**src/design/hidp_pkg.sv**
```systemverilog
package hidp_pkg;

  localparam int MAX_DEPTH_DEF   = 15;
  localparam int OFFSET_BITS_DEF = 16;

  localparam logic [3:0] KIND_INPUT      = 4'd0;
  localparam logic [3:0] KIND_OUTPUT     = 4'd1;
  localparam logic [3:0] KIND_COLLECTION = 4'd2;
  localparam logic [3:0] KIND_FEATURE    = 4'd3;
  localparam logic [3:0] KIND_END_COLL   = 4'd4;
  localparam logic [3:0] KIND_KNOWN      = 4'd5;
  localparam logic [3:0] KIND_RESERVED   = 4'd6;
  localparam logic [3:0] KIND_LONG       = 4'd7;
  localparam logic [3:0] KIND_NULL       = 4'd8;

  localparam logic [7:0] TAG_MASK        = 8'hfc;
  localparam logic [7:0] TAG_INPUT       = 8'h80;
  localparam logic [7:0] TAG_OUTPUT      = 8'h90;
  localparam logic [7:0] TAG_COLLECTION  = 8'ha0;
  localparam logic [7:0] TAG_FEATURE     = 8'hb0;
  localparam logic [7:0] TAG_END_COLL    = 8'hc0;
  localparam logic [7:0] LONG_PREFIX     = 8'hfe;

  localparam logic [31:0] MAX_COLL_TYPE  = 32'd6;

  typedef enum logic [3:0] {
    PH_PREFIX = 4'b0001,
    PH_SHORT  = 4'b0010,
    PH_LSIZE  = 4'b0100,
    PH_LBODY  = 4'b1000
  } phase_t;

  typedef struct packed {
    logic [3:0]  kind;
    logic [7:0]  prefix;
    logic [2:0]  size;
    logic [31:0] value;
    logic [15:0] offset;
    logic [3:0]  depth;
    logic        reserved;
    logic        depth_err;
    logic        done;
  } result_t;

  function automatic logic [2:0] size_of(input logic [7:0] prefix);
    logic [2:0] s;
    case (prefix[1:0])
      2'd0: s = 3'd0;
      2'd1: s = 3'd1;
      2'd2: s = 3'd2;
      default: s = 3'd4;
    endcase
    return s;
  endfunction

  function automatic logic is_known_tag(input logic [7:0] tag);
    logic k;
    case (tag)
      8'h04, 8'h08, 8'h14, 8'h18, 8'h24, 8'h28, 8'h34, 8'h38,
      8'h44, 8'h48, 8'h54, 8'h58, 8'h64, 8'h74, 8'h78, 8'h84,
      8'h88, 8'h94, 8'h98, 8'ha4, 8'ha8, 8'hb4: k = 1'b1;
      default: k = 1'b0;
    endcase
    return k;
  endfunction

endpackage

```
**src/design/hid_descriptor_item_parser_unit.sv**
```systemverilog
// HID report descriptor item parser. One descriptor byte is taken per beat, and the
// block accepts a byte in every cycle as long as the result side keeps up; the parse
// state is updated and a completed item is decoded in a single pass between the state
// registers and the result register. The byte that completes an item loads its result
// into the output register, or into the one skid entry while out_stall holds a result
// there, so a new byte can still enter; in_stall rises only once both hold.
module hid_descriptor_item_parser_unit #(
  parameter int MAX_DEPTH   = hidp_pkg::MAX_DEPTH_DEF,
  parameter int OFFSET_BITS = hidp_pkg::OFFSET_BITS_DEF
) (
  input  logic        clk,
  input  logic        rst,
  input  logic        cfg_write,
  input  logic        cfg_data,
  input  logic        in_valid,
  output logic        in_stall,
  input  logic [7:0]  desc_byte,
  input  logic        last_byte,
  output logic        out_valid,
  input  logic        out_stall,
  output logic [3:0]  item_kind,
  output logic [7:0]  item_prefix,
  output logic [2:0]  data_size,
  output logic [31:0] item_value,
  output logic [15:0] item_offset,
  output logic [3:0]  nesting_depth,
  output logic        reserved_flag,
  output logic        depth_error,
  output logic        descriptor_done
);
  import hidp_pkg::*;

  localparam int DEPTH_BITS = $clog2(MAX_DEPTH + 1);
  localparam logic [DEPTH_BITS-1:0] DEPTH_MAX = DEPTH_BITS'(MAX_DEPTH);

  logic                   trailing_null_ends;
  phase_t                 phase, phase_next;
  logic [7:0]             held_prefix, held_prefix_next;
  logic [8:0]             bytes_left, bytes_left_next;
  logic [1:0]             byte_slot, byte_slot_next;
  logic [31:0]            value_acc, value_acc_next;
  logic [OFFSET_BITS-1:0] position, position_next;
  logic [OFFSET_BITS-1:0] item_start, item_start_next;
  logic [DEPTH_BITS-1:0]  coll_depth, coll_depth_next;

  result_t out_reg, skid_reg, res_new;
  logic    skid_valid, produce, accept;

  logic [7:0]            sh_prefix, sh_tag;
  logic [31:0]           sh_value;
  logic [3:0]            sh_kind;
  logic                  sh_res, sh_derr;
  logic [DEPTH_BITS-1:0] sh_depth_next, sh_dout;
  logic [31:0]           start_wide, pos_wide, cd_wide, sh_dout_wide;
  logic [31:0]           acc_merged;
  logic [8:0]            bl_dec;

  assign accept   = in_valid && !in_stall;
  assign in_stall = skid_valid;

  assign acc_merged   = value_acc | (32'(desc_byte) << {byte_slot, 3'b000});
  assign bl_dec       = bytes_left - 9'd1;
  assign start_wide   = 32'(item_start);
  assign pos_wide     = 32'(position);
  assign cd_wide      = 32'(coll_depth);
  assign sh_dout_wide = 32'(sh_dout);

  // Classification of a finished short item.
  always_comb begin
    sh_prefix = (phase == PH_PREFIX) ? desc_byte : held_prefix;
    sh_value  = (phase == PH_PREFIX) ? 32'd0 : acc_merged;
    sh_tag    = sh_prefix & TAG_MASK;
    sh_kind   = KIND_RESERVED;
    sh_res    = 1'b0;
    sh_derr   = 1'b0;
    sh_depth_next = coll_depth;
    sh_dout   = coll_depth;
    if (sh_tag == TAG_INPUT) begin
      sh_kind = KIND_INPUT;
      sh_res  = |sh_value[31:9];
    end else if (sh_tag == TAG_OUTPUT) begin
      sh_kind = KIND_OUTPUT;
      sh_res  = |sh_value[31:9];
    end else if (sh_tag == TAG_FEATURE) begin
      sh_kind = KIND_FEATURE;
      sh_res  = |sh_value[31:9];
    end else if (sh_tag == TAG_COLLECTION) begin
      sh_kind = KIND_COLLECTION;
      sh_res  = sh_value > MAX_COLL_TYPE;
      if (coll_depth >= DEPTH_MAX) begin
        sh_derr       = 1'b1;
        sh_depth_next = DEPTH_MAX;
      end else begin
        sh_depth_next = coll_depth + DEPTH_BITS'(1);
      end
    end else if (sh_tag == TAG_END_COLL) begin
      sh_kind = KIND_END_COLL;
      if (coll_depth == '0) begin
        sh_derr = 1'b1;
      end else begin
        sh_depth_next = coll_depth - DEPTH_BITS'(1);
      end
      sh_dout = sh_depth_next;
    end else if (is_known_tag(sh_tag)) begin
      sh_kind = KIND_KNOWN;
    end
  end

  always_comb begin
    phase_next       = phase;
    held_prefix_next = held_prefix;
    bytes_left_next  = bytes_left;
    byte_slot_next   = byte_slot;
    value_acc_next   = value_acc;
    position_next    = position + OFFSET_BITS'(1);
    item_start_next  = item_start;
    coll_depth_next  = coll_depth;
    produce          = 1'b0;

    res_new           = '0;
    res_new.kind      = KIND_LONG;
    res_new.prefix    = held_prefix & TAG_MASK;
    res_new.offset    = start_wide[15:0];
    res_new.depth     = cd_wide[3:0];
    res_new.done      = last_byte;

    case (phase)
      PH_PREFIX: begin
        item_start_next  = position;
        held_prefix_next = desc_byte;
        value_acc_next   = '0;
        byte_slot_next   = '0;
        res_new.offset   = pos_wide[15:0];
        if (desc_byte == 8'd0 && last_byte && trailing_null_ends) begin
          produce        = 1'b1;
          res_new.kind   = KIND_NULL;
          res_new.prefix = 8'd0;
        end else if (desc_byte == LONG_PREFIX) begin
          phase_next     = PH_LSIZE;
          produce        = last_byte;
          res_new.prefix = desc_byte & TAG_MASK;
        end else begin
          bytes_left_next = 9'(size_of(desc_byte));
          if (size_of(desc_byte) == 3'd0 || last_byte) begin
            produce = 1'b1;
          end else begin
            phase_next = PH_SHORT;
          end
        end
      end
      PH_SHORT: begin
        value_acc_next  = acc_merged;
        byte_slot_next  = byte_slot + 2'd1;
        bytes_left_next = bl_dec;
        produce         = (bl_dec == 9'd0) || last_byte;
      end
      PH_LSIZE: begin
        value_acc_next  = 32'(desc_byte);
        bytes_left_next = 9'(desc_byte) + 9'd1;
        phase_next      = PH_LBODY;
        produce         = last_byte;
        res_new.value   = 32'(desc_byte);
      end
      PH_LBODY: begin
        bytes_left_next = bl_dec;
        res_new.value   = value_acc;
        if (bl_dec == 9'd0 || last_byte) begin
          phase_next = PH_PREFIX;
          produce    = 1'b1;
        end
      end
      default: begin
        phase_next = PH_PREFIX;
      end
    endcase

    if ((phase == PH_PREFIX || phase == PH_SHORT) && produce && res_new.kind != KIND_NULL
        && !(phase == PH_PREFIX && desc_byte == LONG_PREFIX)) begin
      res_new.kind      = sh_kind;
      res_new.prefix    = sh_prefix & TAG_MASK;
      res_new.size      = size_of(sh_prefix);
      res_new.value     = sh_value;
      res_new.depth     = sh_dout_wide[3:0];
      res_new.reserved  = sh_res;
      res_new.depth_err = sh_derr;
      coll_depth_next   = sh_depth_next;
      phase_next        = PH_PREFIX;
    end

    if (last_byte) begin
      phase_next      = PH_PREFIX;
      position_next   = '0;
      coll_depth_next = '0;
      bytes_left_next = '0;
      byte_slot_next  = '0;
    end
  end

  always_ff @(posedge clk) begin
    if (rst) begin
      trailing_null_ends <= 1'b1;
    end else if (cfg_write) begin
      trailing_null_ends <= cfg_data;
    end
  end

  always_ff @(posedge clk) begin
    if (rst) begin
      phase       <= PH_PREFIX;
      held_prefix <= '0;
      bytes_left  <= '0;
      byte_slot   <= '0;
      value_acc   <= '0;
      position    <= '0;
      item_start  <= '0;
      coll_depth  <= '0;
    end else if (accept) begin
      phase       <= phase_next;
      held_prefix <= held_prefix_next;
      bytes_left  <= bytes_left_next;
      byte_slot   <= byte_slot_next;
      value_acc   <= value_acc_next;
      position    <= position_next;
      item_start  <= item_start_next;
      coll_depth  <= coll_depth_next;
    end
  end

  // The skid entry only fills when the output register is held by out_stall.
  always_ff @(posedge clk) begin
    if (rst) begin
      out_valid  <= 1'b0;
      skid_valid <= 1'b0;
    end else if (out_valid && out_stall) begin
      if (accept && produce) begin
        skid_valid <= 1'b1;
      end
    end else if (skid_valid) begin
      out_valid  <= 1'b1;
      skid_valid <= 1'b0;
    end else begin
      out_valid <= accept && produce;
    end
  end

  always_ff @(posedge clk) begin
    if (out_valid && out_stall) begin
      if (accept && produce) begin
        skid_reg <= res_new;
      end
    end else if (skid_valid) begin
      out_reg <= skid_reg;
    end else if (accept && produce) begin
      out_reg <= res_new;
    end
  end

  assign item_kind       = out_reg.kind;
  assign item_prefix     = out_reg.prefix;
  assign data_size       = out_reg.size;
  assign item_value      = out_reg.value;
  assign item_offset     = out_reg.offset;
  assign nesting_depth   = out_reg.depth;
  assign reserved_flag   = out_reg.reserved;
  assign depth_error     = out_reg.depth_err;
  assign descriptor_done = out_reg.done;

endmodule

```
**config.mk**
```make
export PLATFORM = sky130hd
export DESIGN_NAME = hid_descriptor_item_parser_unit
export DESIGN_NICKNAME = d
export VERILOG_FILES = /design/src/design/hidp_pkg.sv /design/src/design/hid_descriptor_item_parser_unit.sv
export SDC_FILE = /design/constraint.sdc
export NUM_CORES = 1
export LEC_CHECK = 0
export ABC_AREA = 1
export BUFFER_PORTS_ARGS = -buffer_cell sky130_fd_sc_hd__buf_2
export CAP_MARGIN = 15
export CORE_MARGIN = 3
export CORE_UTILIZATION = 62
export CTS_BUF_LIST = sky130_fd_sc_hd__clkbuf_4 sky130_fd_sc_hd__clkbuf_8
export DETAILED_ROUTE_END_ITERATION = 16
export GPL_TIMING_DRIVEN = 0
export PLACE_DENSITY_LB_ADDON = 0.15
export SLEW_MARGIN = 20
export SYNTH_ARGS = -nofsm -noshare
export SYNTH_HDL_FRONTEND = slang
export SYNTH_SLANG_ARGS = --single-unit
export TNS_END_PERCENT = 50
```
**constraint.sdc**
```tcl
create_clock -name clk -period 9.96 [get_ports clk]
set_input_delay 1.494 -clock clk [delete_from_list [all_inputs] [get_ports clk]]
set_output_delay 1.494 -clock clk [all_outputs]
set_load 0.1 [all_outputs]
```
# Word level (Yosys, flattened, before mapping)
# Index checks and enable logic that the tools add are counted.
dict set report classes {
  addsub 6
  n_lt_le_gt_ge 2
  eq_ne 46
  shift 1
  n_mux 74
  n_bitwise 2
  n_reduce_logical 36
}
# op count
set op_table {}
lappend op_table {{$mux W70} 2}
lappend op_table {{$pmux W32 S3} 1}
lappend op_table {{$mux W4} 21}
lappend op_table {{$eq A6 B6 Y1 const B} 12}
lappend op_table {{$pmux W32 S2} 1}
lappend op_table {{$mux W47} 1}
lappend op_table {{$eq A6 B5 Y1 const B} 7}
lappend op_table {{$gt A32 B3 Y1 const B} 1}
lappend op_table {{$mux W16} 2}
lappend op_table {{$mux W32} 1}
lappend op_table {{$or A32 B32 Y32} 1}
lappend op_table {{$shl A8 B5 Y32} 1}
lappend op_table {{$mux W9} 3}
lappend op_table {{$pmux W9 S3} 1}
lappend op_table {{$eq A6 B4 Y1 const B} 4}
lappend op_table {{$mux W8} 3}
lappend op_table {{$reduce_or A23 Y1} 1}
lappend op_table {{$mux W1} 22}
lappend op_table {{$reduce_or A22 Y1} 1}
lappend op_table {{$mux W3} 6}
lappend op_table {{$pmux W3 S3} 2}
lappend op_table {{$add A16 B1 Y16 const B} 1}
lappend op_table {{$pmux W4 S4} 1}
lappend op_table {{$eq A6 B3 Y1 const B} 2}
lappend op_table {{42 further kinds} 69}
dict set report word_totals {
  ff_bits 234
  in_bits 15
  out_inout_bits 72
  word_cells 196
}

# Longest topological paths before layout
# Gate-level depths: netlist of run 1.
dict set report depth {
  depth_word 19
  depth_mapped 19
  depth_no_buf 18
}

# Least setup slack after synthesis of run 1
# OpenSTA, ideal clock, no wires.
dict set report synth_timing {
  path_kind {in2reg}
  startpoint {input last_byte}
  endpoint {register out_reg (netlist bit data_size[0]) (enable)}
  setup_ns 0.597
  arrival_time_ns 7.194
  t_required_ns 9.363
  setup_slack_ns 2.168
  stages 7
  path_buffers 1
  cell_sequence {clkbuf_1 -> inv_1 -> o21ai_1 -> nand2_1 -> nand2_2 -> nand2_1 -> a21boi_0}
}
dict set report synth_between {
  elab_chain_len 8
  elab_cells_between_ends 12
  cone_classes {5 x mux; 7 x reduce/logical}
}
# item line_no
set synth_lines {}
lappend synth_lines {{from (decl)} hid_descriptor_item_parser_unit.sv:18} ;# input logic last_byte,
lappend synth_lines {{$logic_or A1 B1 Y1} hid_descriptor_item_parser_unit.sv:144} ;# if (size_of(desc_byte) == 3'd0 || last_byte) begin
lappend synth_lines {{$mux W1} hid_descriptor_item_parser_unit.sv:144}
lappend synth_lines {{$mux W1} hid_descriptor_item_parser_unit.sv:138} ;# end else if (desc_byte == LONG_PREFIX) begin
lappend synth_lines {{$mux W1} hid_descriptor_item_parser_unit.sv:134} ;# if (desc_byte == 8'd0 && last_byte && trailing_null_ends) begin
lappend synth_lines {{$pmux W1 S4 (*)} hid_descriptor_item_parser_unit.sv:127} ;# case (phase)
lappend synth_lines {{$logic_and A1 B1 Y1 (*)} hid_descriptor_item_parser_unit.sv:253} ;# end else if (accept && produce) begin
lappend synth_lines {{$reduce_bool A2 Y1 (no line) (*)} n/a}
lappend synth_lines {{$reduce_and A2 Y1 (no line) (*)} n/a}
lappend synth_lines {{to (signal assigned)} hid_descriptor_item_parser_unit.sv:252} ;# out_reg <= skid_reg;
lappend synth_lines {{to (signal assigned)} hid_descriptor_item_parser_unit.sv:254} ;# out_reg <= res_new;
lappend synth_lines {{to (decl)} hid_descriptor_item_parser_unit.sv:46} ;# result_t out_reg, skid_reg, res_new;
# Mark *: on every way between the ends. The rest lies on a longest branch, timed or not.
# A chain may end at the register's enable or synchronous reset.

# Worst setup path in the final report of run 1
dict set report layout_timing {
  startpoint {input desc_byte[0]}
  endpoint {register out_reg (netlist bit item_value[2]) (enable)}
}
dict set report layout_between {
  elab_chain_len 14
  elab_cells_between_ends 20
  cone_classes {3 x eq/ne; 8 x mux; 9 x reduce/logical}
}
# item line_no
set layout_lines {}
lappend layout_lines {{from (decl)} hid_descriptor_item_parser_unit.sv:17} ;# input logic [7:0] desc_byte,
lappend layout_lines {{$eq A2 B2 Y1, or another cell as far along} hidp_pkg.sv:47} ;# case (prefix[1:0])
lappend layout_lines {{$pmux W3 S3} hidp_pkg.sv:47}
lappend layout_lines {{$mux W3} hid_descriptor_item_parser_unit.sv:138}
lappend layout_lines {{$mux W3} hid_descriptor_item_parser_unit.sv:134}
lappend layout_lines {{$mux W3} hid_descriptor_item_parser_unit.sv:127}
lappend layout_lines {{$logic_not A3 Y1} hid_descriptor_item_parser_unit.sv:144}
lappend layout_lines {{$logic_or A1 B1 Y1} hid_descriptor_item_parser_unit.sv:144}
lappend layout_lines {{$mux W1} hid_descriptor_item_parser_unit.sv:144}
lappend layout_lines {{$mux W1} hid_descriptor_item_parser_unit.sv:138}
lappend layout_lines {{$mux W1 (*)} hid_descriptor_item_parser_unit.sv:134}
lappend layout_lines {{$pmux W1 S4 (*)} hid_descriptor_item_parser_unit.sv:127}
lappend layout_lines {{$logic_and A1 B1 Y1 (*)} hid_descriptor_item_parser_unit.sv:253}
lappend layout_lines {{$reduce_bool A2 Y1 (no line) (*)} n/a}
lappend layout_lines {{$reduce_and A2 Y1 (no line) (*)} n/a}
# Mark *: on every way between the ends. The rest lies on a longest branch, timed or not. The select of a mux whose other input is x is not followed.

==> results.yml, run 1 <==
placement:
  dp.final_hpwl_um: 20400
  portBuffers: 83
  gp_congestion: 0.941
drt:
  first_iter_violations: 1118
  ant_nets: 0
  drtPass1Iterations: 6
  wirelength_um: 28700
  avgViaCountPerCell: 5.80
  wl_per_cell_um: 17.0
  vias: 9811
  remaining_drc_errors: 0
yosys:
  synth_area_mm2: 0.0111
  yosys-top-cells-area: "edfxtp_1, dfxtp_1, nand2_1"
  synth_area_leader_cell: "edfxtp_1"
  ys_ff_latch: 230
  synth-warning-count: 0
  ys_top_cells_by_count: "nand2_1, edfxtp_1, inv_1"
  async_flop_share: 0
  ys_seq_area_frac: 0.539
  netlist.area_leader.share: 0.369
  yosysUniqueCellTypes: 48
  synth_flop_cell: "edfxtp_1"
  synth_edf_count: 136
  syn_inst: 1308
  synth_area_per_cell_um2: 8.46
  yosysMostFrequentCell: "nand2_1"
clock_tree:
  cts_resized: 0
  clk_pin_slew_worst_paths_ns: 0.06
  hold_buffers: 0
  numCtsBuffers: 38
  clkLatencyLatePin_ns: 0.53
  post_cts_buffers: 0
  root_buffer: "clkbuf_8"
  cts_max_level: 2
  cts_tree: "yes"
  cts_buffer_depth: 3
  cts_sinks: 230
timing:
  final.period_utilization: 0.365
  grt_setup_unrepaired: "false"
  fin_skew_ns: 0.0250
  setup-violations-final: 0
  relSlewSlack: 0.465
  max_freq_mhz: 275
  slew_violations: 0
  worst_pin_slew_ns: 0.803
  finalHoldViolations: 0
  min_period_ns: 3.63
cells_and_area:
  nNetsFinal: 1465
  largest_register_ffs: 68
  drive_gt1_frac: 0.155
  area_growth_pct: 14.9
  diodes: 0
  filler_cell_count: 1374
  post-route-util: 0.732
power:
  total_power_w: 0.00231
  p_leak_nw: 5.31
  irDropWorstVdd_v: 0.000181
  power.density_mw_per_mm2: 182
die:
  initial_core_util: 0.637
  die-area_mm2: 0.0195
  rows: 48
  die_w_um: 140
  die_h_um: 140
  coreArea_mm2: 0.0174
  ioPinCount: 87
setup_path:
  crit_path_start: "desc_byte[0]"
  rr_startpoint: "in_stall$_SDFFE_PP0P_"
  required_ns: 10.18
  cp_max_fo: 27
  critPathLaunchType: "input port"
  endpoint_kind: "flop"
  crit_type: "input port to flop"
  worstPathArrival_ns: 3.85
grt:
  grt_pass1_vias: 9065
  grt_use_total: 0.289
  grt_pass1_wl_um: 45800
  grt_start_max_net_pins: 28
  grt_overflow: 0
  antenna_found_initial: 0
worst_hold_path:
  hold_path_class: "flop to flop"
  min_from: "bytes_left[7]$_SDFFE_PP0P_"
run:
  drv_cap: 0
outcome:
  status: "complete, no violations"
final timing paths:
check,to,slack [ns],cells after the start
hold / removal,bytes_left[7]$_SDFFE_PP0P_,0.48,2
setup / recovery,item_value[2]$_DFFE_PP_,6.33,12
hold reg to reg,bytes_left[7]$_SDFFE_PP0P_,0.48,2
setup reg to reg,item_value[2]$_DFFE_PP_,6.90,8
per-layer routing:
metal  vias up  GRT usage  wire length [um]  share of wire
met3        82     0.0588              3060           0.11
met5         -          0                 0              0
met4         0      0.105               900          0.031
met1      4548      0.412             12200           0.42
li1       4641          -                 -              -
met2       540      0.444             12600           0.44
stage by stage:
stage	instances	instance area [um2]	setup slack, ns	hold WS (ns)	TNS [ns]
4_1_cts	1692	12700	6.37	0.482	0
2_1_floorplan	1309	11100	2.17	0.454	0
5_1_grt	1692	12700	6.19	0.519	0
3_3_place_gp	1617	11800	-0.360	0.469	-23.60
6_report	1692	12700	6.33	0.481	0
3_5_place_dp	1623	11900	5.83	0.472	0
final cells by class:
type                       instances  area (um2)  share of cell area
clock inverter                    16         123             0.00964
timing repair buffer              89         568              0.0447
inverter                         139         522              0.0410
sequential                       230        5970               0.469
clock buffer                      53         654              0.0515
tap                              225         282              0.0221
multi-input combinational        877        4310               0.339
buffer                            63         289              0.0227
layout by cell type, fill, tap and decap left out, types with 4 or more instances in the layout:
cell	count
clkbuf_8	41
clkbuf_4	12
edfxtp_1	136
xor2_1	5
o22ai_2	6
nand3_1	46
o211ai_2	5
dfxtp_1	94
nor2_4	5
o211ai_1	7
buf_16	5
o21bai_1	8
clkinv_2	5
clkbuf_1	41
a21oi_1	40
inv_1	126
nor2_1	110
nand2_1	385
o21ai_1	20
buf_4	4
o21ai_2	6
nand4_1	20
nand2_2	6
a31oi_1	10
o21ai_0	92
inv_2	12
clkinv_1	9
o22ai_1	25
a22oi_1	24
buf_2	95
ha_1	12
nor3_1	13
nor2_2	7
report_power, final:
| part | switching [W] | internal, W | total (W) | leakage [nW] |
|---|---|---|---|---|
| Clock | 0.000368 | 0.000477 | 0.000845 | 0.410 |
| Sequential | 0.0000148 | 0.00105 | 0.00106 | 2.05 |
| Combinational | 0.000318 | 0.0000849 | 0.000403 | 2.85 |
worst max-delay path, stage by stage:
cell and delay (ns):
buf_2 0.27, inv_1 0.17, ha_1 0.22, nand3_1 0.08, nor3_1 0.09, o21ai_0 0.16, nand2_1 0.12, nand2_2 0.14
nand2_1 0.16, a21boi_4 0.48, buf_16 0.24, buf_16 0.19
logic make-up after synthesis:
logic type	synth area share
other cells	0.000339
xor+xnor	0.00396
compound gates	0.143
simple gates	0.227
buf+inv	0.0733
fa+ha+maj	0.0136
flops	0.539
No activity file was read; power rests on OpenSTA's default activity.
==> run 2, diff against run 1 <==
==> constraint.sdc (replaced) <==
create_clock -name clk -period 3.35 [get_ports clk]
set_input_delay 0.5025 -clock clk [delete_from_list [all_inputs] [get_ports clk]]
set_output_delay 0.5025 -clock clk [all_outputs]
set_load 0.1 [all_outputs]
==> results.yml, run 2 (same netlist as run 1, synthesis figures left out) <==
outcome:
  status: "complete, no violations"
setup_path:
  critPathLaunchType: "flop"
  crit_type: "flop to flop"
  cp_max_fo: 28
  required_ns: 3.58
  endpoint_kind: "flop"
  worstPathArrival_ns: 3.23
  r2r_setup_slack_ns: 0.35
cells_and_area:
  post-route-util: 0.733
  area_growth_pct: 15.0
  layout_commonest_cell: "nand2_1"
  layout_common_cells: "nand2_1, edfxtp_1, inv_1, nor2_1, buf_2"
  diodes: 0
  nNetsFinal: 1468
  stdcell_area_mm2: 0.0127
  drive_gt1_frac: 0.155
  largest_register_ffs: 68
grt:
  grt_use_total: 0.292
  grtUsageMet3: 0.0691
  use_met1: 0.415
  busiest_layer: "met2"
  grt_pass1_wl_um: 46100
  grtUsageMet2: 0.443
  grt_start_max_net_pins: 31
  grt_overflow: 0
  antenna_found_initial: 0
  grt_pass1_vias: 9150
clock_tree:
  cts_buffer_depth: 3
  post_cts_buffers: 0
  root_buffer: "clkbuf_8"
  cts_resized: 0
  cts_max_level: 2
  hold_buffers: 0
  cts_sinks: 230
  clk_pin_slew_worst_paths_ns: 0.06
  clkLatencyLatePin_ns: 0.54
  cts_tree: "yes"
  numCtsBuffers: 39
placement:
  dpl-instance-area_mm2: 0.0119
  dp.final_hpwl_um: 20300
  gp_congestion: 0.953
  dpl_worst_slack_ns: 0.130
  portBuffers: 83
die:
  initial_core_util: 0.637
  ioPinCount: 87
  die_h_um: 140
  coreArea_mm2: 0.0174
  die_w_um: 140
  die-area_mm2: 0.0195
  rows: 48
drt:
  drtPass1Iterations: 8
  first_iter_violations: 1112
  vias: 9672
  wl_per_cell_um: 16.8
  wirelength_um: 28500
  ant_nets: 0
  avgViaCountPerCell: 5.71
  remaining_drc_errors: 0
timing:
  grt_setup_unrepaired: "false"
  min_period_ns: 3.00
  worst_pin_slew_ns: 0.927
  finalHoldViolations: 0
  slew_violations: 0
  max_freq_mhz: 333
  relSlewSlack: 0.382
  hold_ws_ns: 0.176
  worst_slack_ns: 0.350
  setup-violations-final: 0
  fin_skew_ns: 0.0193
  final.period_utilization: 0.896
power:
  pwr-share-clk: 0.371
  power_frac_seq: 0.457
  swShare: 0.299
  p_leak_nw: 5.32
  power.density_mw_per_mm2: 543
  netSwitchingPower_w: 0.00207
  combPwrFrac: 0.173
  total_power_w: 0.00692
  irDropWorstVdd_v: 0.000459
  internal-power_w: 0.00485
run:
  drv_cap: 0
worst_hold_path:
  hold_path_class: "input port to flop"
## run 2: cell count changes in the layout (fill, tap and decap cells not counted)
cell and delta:
clkinv_1 +1, buf_12 +1, buf_4 +3, buf_16 -1, bufinv_16 +1, clkinv_2 -3, clkbuf_4 +3, buf_8 -1
clkbuf_8 -2
## run 2: cell type report
class,count,area [um2]
Sequential cell,230,5970
Timing Repair Buffer,91,568
Multi-Input combinational cell,877,4310
Fill cell,1360,4630
Inverter,139,522
Buffer,63,289
Tap cell,225,282
Clock inverter,15,141
Clock buffer,54,649
## run 2: per-layer routing
layer	part of all wire	vias to the layer above
met3	0.11	94
met2	0.44	504
met1	0.42	4422
li1	-	4652
met5	0	-
met4	0.034	0
## run 2: worst max-delay path, cell delays in order (launching register included)
cell and delay [ns]:
dfxtp_1 0.39, inv_1 0.10, ha_1 0.27, nand2_1 0.15, nor2_1 0.07, nand2_1 0.06, nand2_1 0.08, nor2_1 0.09
nand2_1 0.11, nand2_1 0.08, nand2_1 0.09, nand2_2 0.12, nand2_1 0.18, a21boi_4 0.44, buf_16 0.23, buf_16 0.19
## run 2: per-stage QoR
step,TNS (ns),instances
global route,0,1694
global placement,-141.04,1617
detailed placement,0,1622
floorplan,-23.42,1309
finish,0,1694
CTS,0,1691
## run 2: path summary, 6_finish.rpt
| kind | from | endpoint | cells after the start |
|---|---|---|---|
| worst max-delay path | bytes_left[0]$_SDFFE_PP0P_ | item_value[18]$_DFFE_PP_ | 15 |
| worst min-delay path | cfg_write | trailing_null_ends$_SDFFE_PP1P_ | 2 |
| worst max register to register | bytes_left[0]$_SDFFE_PP0P_ | item_value[18]$_DFFE_PP_ | 15 |
| worst min register to register | bytes_left[8]$_SDFFE_PP0P_ | bytes_left[8]$_SDFFE_PP0P_ | 2 |
## run 2: power groups by stage
stage | clock, W | sequential (W) | combinational, W
2_1_floorplan | 0 | 0.00360 | 0.000527
3_3_place_gp | 0 | 0.00322 | 0.00113
3_5_place_dp | 0 | 0.00322 | 0.00118
4_1_cts | 0.00260 | 0.00316 | 0.00118
5_1_grt | 0.00274 | 0.00317 | 0.00128
6_report | 0.00256 | 0.00316 | 0.00120
==> run 3, diff against run 2 <==
--- a/config.mk
+++ b/config.mk
@@ -5,7 +5,6 @@
 export SDC_FILE = /design/constraint.sdc
 export NUM_CORES = 1
 export LEC_CHECK = 0
-export ABC_AREA = 1
 export BUFFER_PORTS_ARGS = -buffer_cell sky130_fd_sc_hd__buf_2
 export CAP_MARGIN = 15
 export CORE_MARGIN = 3
==> results.yml, run 3 <==
setup_path:
  critical_path.top_delay_family: "buffers and inverters"
  slowest_delay_ns: 0.41
  worstPathArrival_ns: 3.56
  reg2reg_depth: 12
  endpoint_kind: "flop"
  cp_common_cell: "buf_16"
  path_cells: "buf_2, clkbuf_1, inv_1, ha_1, a21boi_2, a22oi_2, o21ai_2, clkbuf_4, a21oi_1, a21oi_4, buf_16, buf_16"
  rr_startpoint: "bytes_left[0]$_SDFFE_PP0P_"
  required_ns: 3.63
  r2r_setup_slack_ns: 0.09
  critPathLaunchType: "input port"
  crit_buf_inv: 6
  cpMaxStageDelayCell: "clkbuf_1"
  rr_endpoint: "item_value[12]$_DFFE_PP_"
  cp_max_fo: 26
  crit_type: "input port to flop"
cells_and_area:
  nNetsFinal: 1305
  fin_cells: 1531
  drive_gt1_frac: 0.189
  area_growth_pct: 15.3
  layout_common_cells: "nor2_1, edfxtp_1, nand2_1, buf_2, dfxtp_1"
  layout_commonest_cell: "nor2_1"
  diodes: 0
  largest_register_ffs: 68
die:
  ioPinCount: 87
  initial_core_util: 0.644
  coreArea_mm2: 0.0175
  die_h_um: 141
  rows: 48
  die_w_um: 141
  die-area_mm2: 0.0199
timing:
  final.period_utilization: 0.978
  finalHoldViolations: 0
  relSlewSlack: 0.288
  setup_tns_ns: 0
  max_freq_mhz: 305
  setup-violations-final: 0
  min_period_ns: 3.28
  hold_ws_ns: 0.162
  worst_pin_slew_ns: 1.06
  grt_setup_unrepaired: "false"
  slew_violations: 0
  fin_skew_ns: 0.0201
clock_tree:
  cts_buffer_depth: 3
  clk_pin_slew_worst_paths_ns: 0.06
  clkLatencyLatePin_ns: 0.55
  cts_max_level: 2
  root_buffer: "clkbuf_8"
  hold_buffers: 0
  numCtsBuffers: 38
  cts_sinks: 230
  cts_tree: "yes"
yosys:
  synth_edf_count: 136
  synth_area_per_cell_um2: 9.85
  yosys-top-cells-area: "edfxtp_1, dfxtp_1, nor2_1"
  synth_flop_cell: "edfxtp_1"
  ys_seq_area_frac: 0.528
  yosysMostFrequentCell: "nor2_1"
  ys_ff_latch: 230
  async_flop_share: 0
  ys_top_cells_by_count: "nor2_1, edfxtp_1, nand2_1"
  syn_inst: 1147
  netlist.area_leader.share: 0.362
  synth_area_leader_cell: "edfxtp_1"
  yosysUniqueCellTypes: 86
  synth-warning-count: 0
  synth_area_mm2: 0.0113
grt:
  grt_overflow: 0
  use_met1: 0.452
  grtUsageMet2: 0.533
  grt_start_max_net_pins: 27
  grtUsageMet3: 0.0651
  busiest_layer: "met2"
  grt_use_total: 0.335
  antenna_found_initial: 1
  grt_pass1_wl_um: 52300
  grt_pass1_vias: 9703
power:
  power.density_mw_per_mm2: 529
  p_leak_nw: 4.71
  irDropWorstVdd_v: 0.000463
drt:
  avgViaCountPerCell: 6.55
  wirelength_um: 33600
  ant_nets: 0
  wl_per_cell_um: 22.0
  first_iter_violations: 1442
  drtPass1Iterations: 6
  vias: 10029
  remaining_drc_errors: 0
run:
  drv_cap: 0
placement:
  gp_congestion: 0.992
  dp.cells: 1460
  dp.final_hpwl_um: 23400
  portBuffers: 80
outcome:
  status: "complete, no violations"
worst_hold_path:
  min_from: "cfg_data"
  hold_path_class: "input port to flop"
  min_delay_worst_endpoint: "trailing_null_ends$_SDFFE_PP1P_"
  holdPathStages: 2
run 3: changes by cell type after synthesis, sizes merged, moves of 13 or more:
cell	before	now
a21oi	42	67
nor3	14	35
mux2	0	21
o21ai	119	38
clkbuf	41	59
a22oi	24	37
xnor2	0	13
inv	138	22
nand3	50	37
nor2	122	151
nand2	392	134
o22ai	31	7
run 3: repair_timing:
action                                  in CTS  in global routing
gates cloned                                 1                  0
endpoints found under the setup margin      49                 63
resized for setup                            0                  2
buffers inserted                             1                  1
pin swaps                                    0                  1
run 3: worst max path at each step:
stage,startpoint,end,depth (start not counted)
3_5_place_dp,desc_byte[1],item_value[5]$_DFFE_PP_,12
6_report,desc_byte[1],item_value[12]$_DFFE_PP_,12
2_1_floorplan,phase[3]$_SDFFE_PP0P_,skid_reg[0]$_DFFE_PP_,8
4_1_cts,bytes_left[0]$_SDFFE_PP0P_,item_value[5]$_DFFE_PP_,12
3_3_place_gp,desc_byte[0],skid_reg[41]$_DFFE_PP_,9
5_1_grt,desc_byte[1],item_value[8]$_DFFE_PP_,12
run 3: power breakdown:
part	total, W	switching (W)	internal, W
registers	0.00314	0.0000417	0.00310
logic	0.00109	0.000871	0.000219
clock network	0.00267	0.00114	0.00153
total	0.00690	0.00206	0.00484
run 3: cell type report:
type                            count  area [um2]
Clock inverter                      5        57.6
Buffer                             91         415
Clock buffer                       63         767
Sequential cell                   230        5970
Tap cell                          225         282
Multi-Input combinational cell    805        4910
Timing Repair Buffer               89         534
Inverter                           23        90.1
Fill cell                        1279        4510
run 3: metal layers:
metal  vias up  routed length, um
li1       4523                  -
met1      4815              13300
met2       593              15600
met3        96               3440
met4         2               1250
met5         -                 13
run 3: cells by family after synthesis:
family                     count (synthesis)  share of synthesized area
adders and majority gates                 12                     0.0133
xor gates and xnor gates                  28                     0.0217
DFF                                      230                      0.528
AOI/OAI and AO/OA                        279                      0.173
buffers and inverters                    114                     0.0441
other                                      1                   0.000332
muxes                                     27                     0.0263
and+or+nand+nor                          456                      0.194
run 3: metrics by stage:
step / power [W] / utilization / area (um2) / setup WS, ns
6_report: 0.00690 / 0.743 / 13000 / 0.0747
3_3_place_gp: 0.00423 / 0.687 / 12000 / -1.60
3_5_place_dp: 0.00426 / 0.694 / 12200 / -0.591
4_1_cts: 0.00689 / 0.742 / 13000 / 0.0424
5_1_grt: 0.00710 / 0.743 / 13000 / 0.0173
2_1_floorplan: 0.00400 / - / 11400 / -0.257
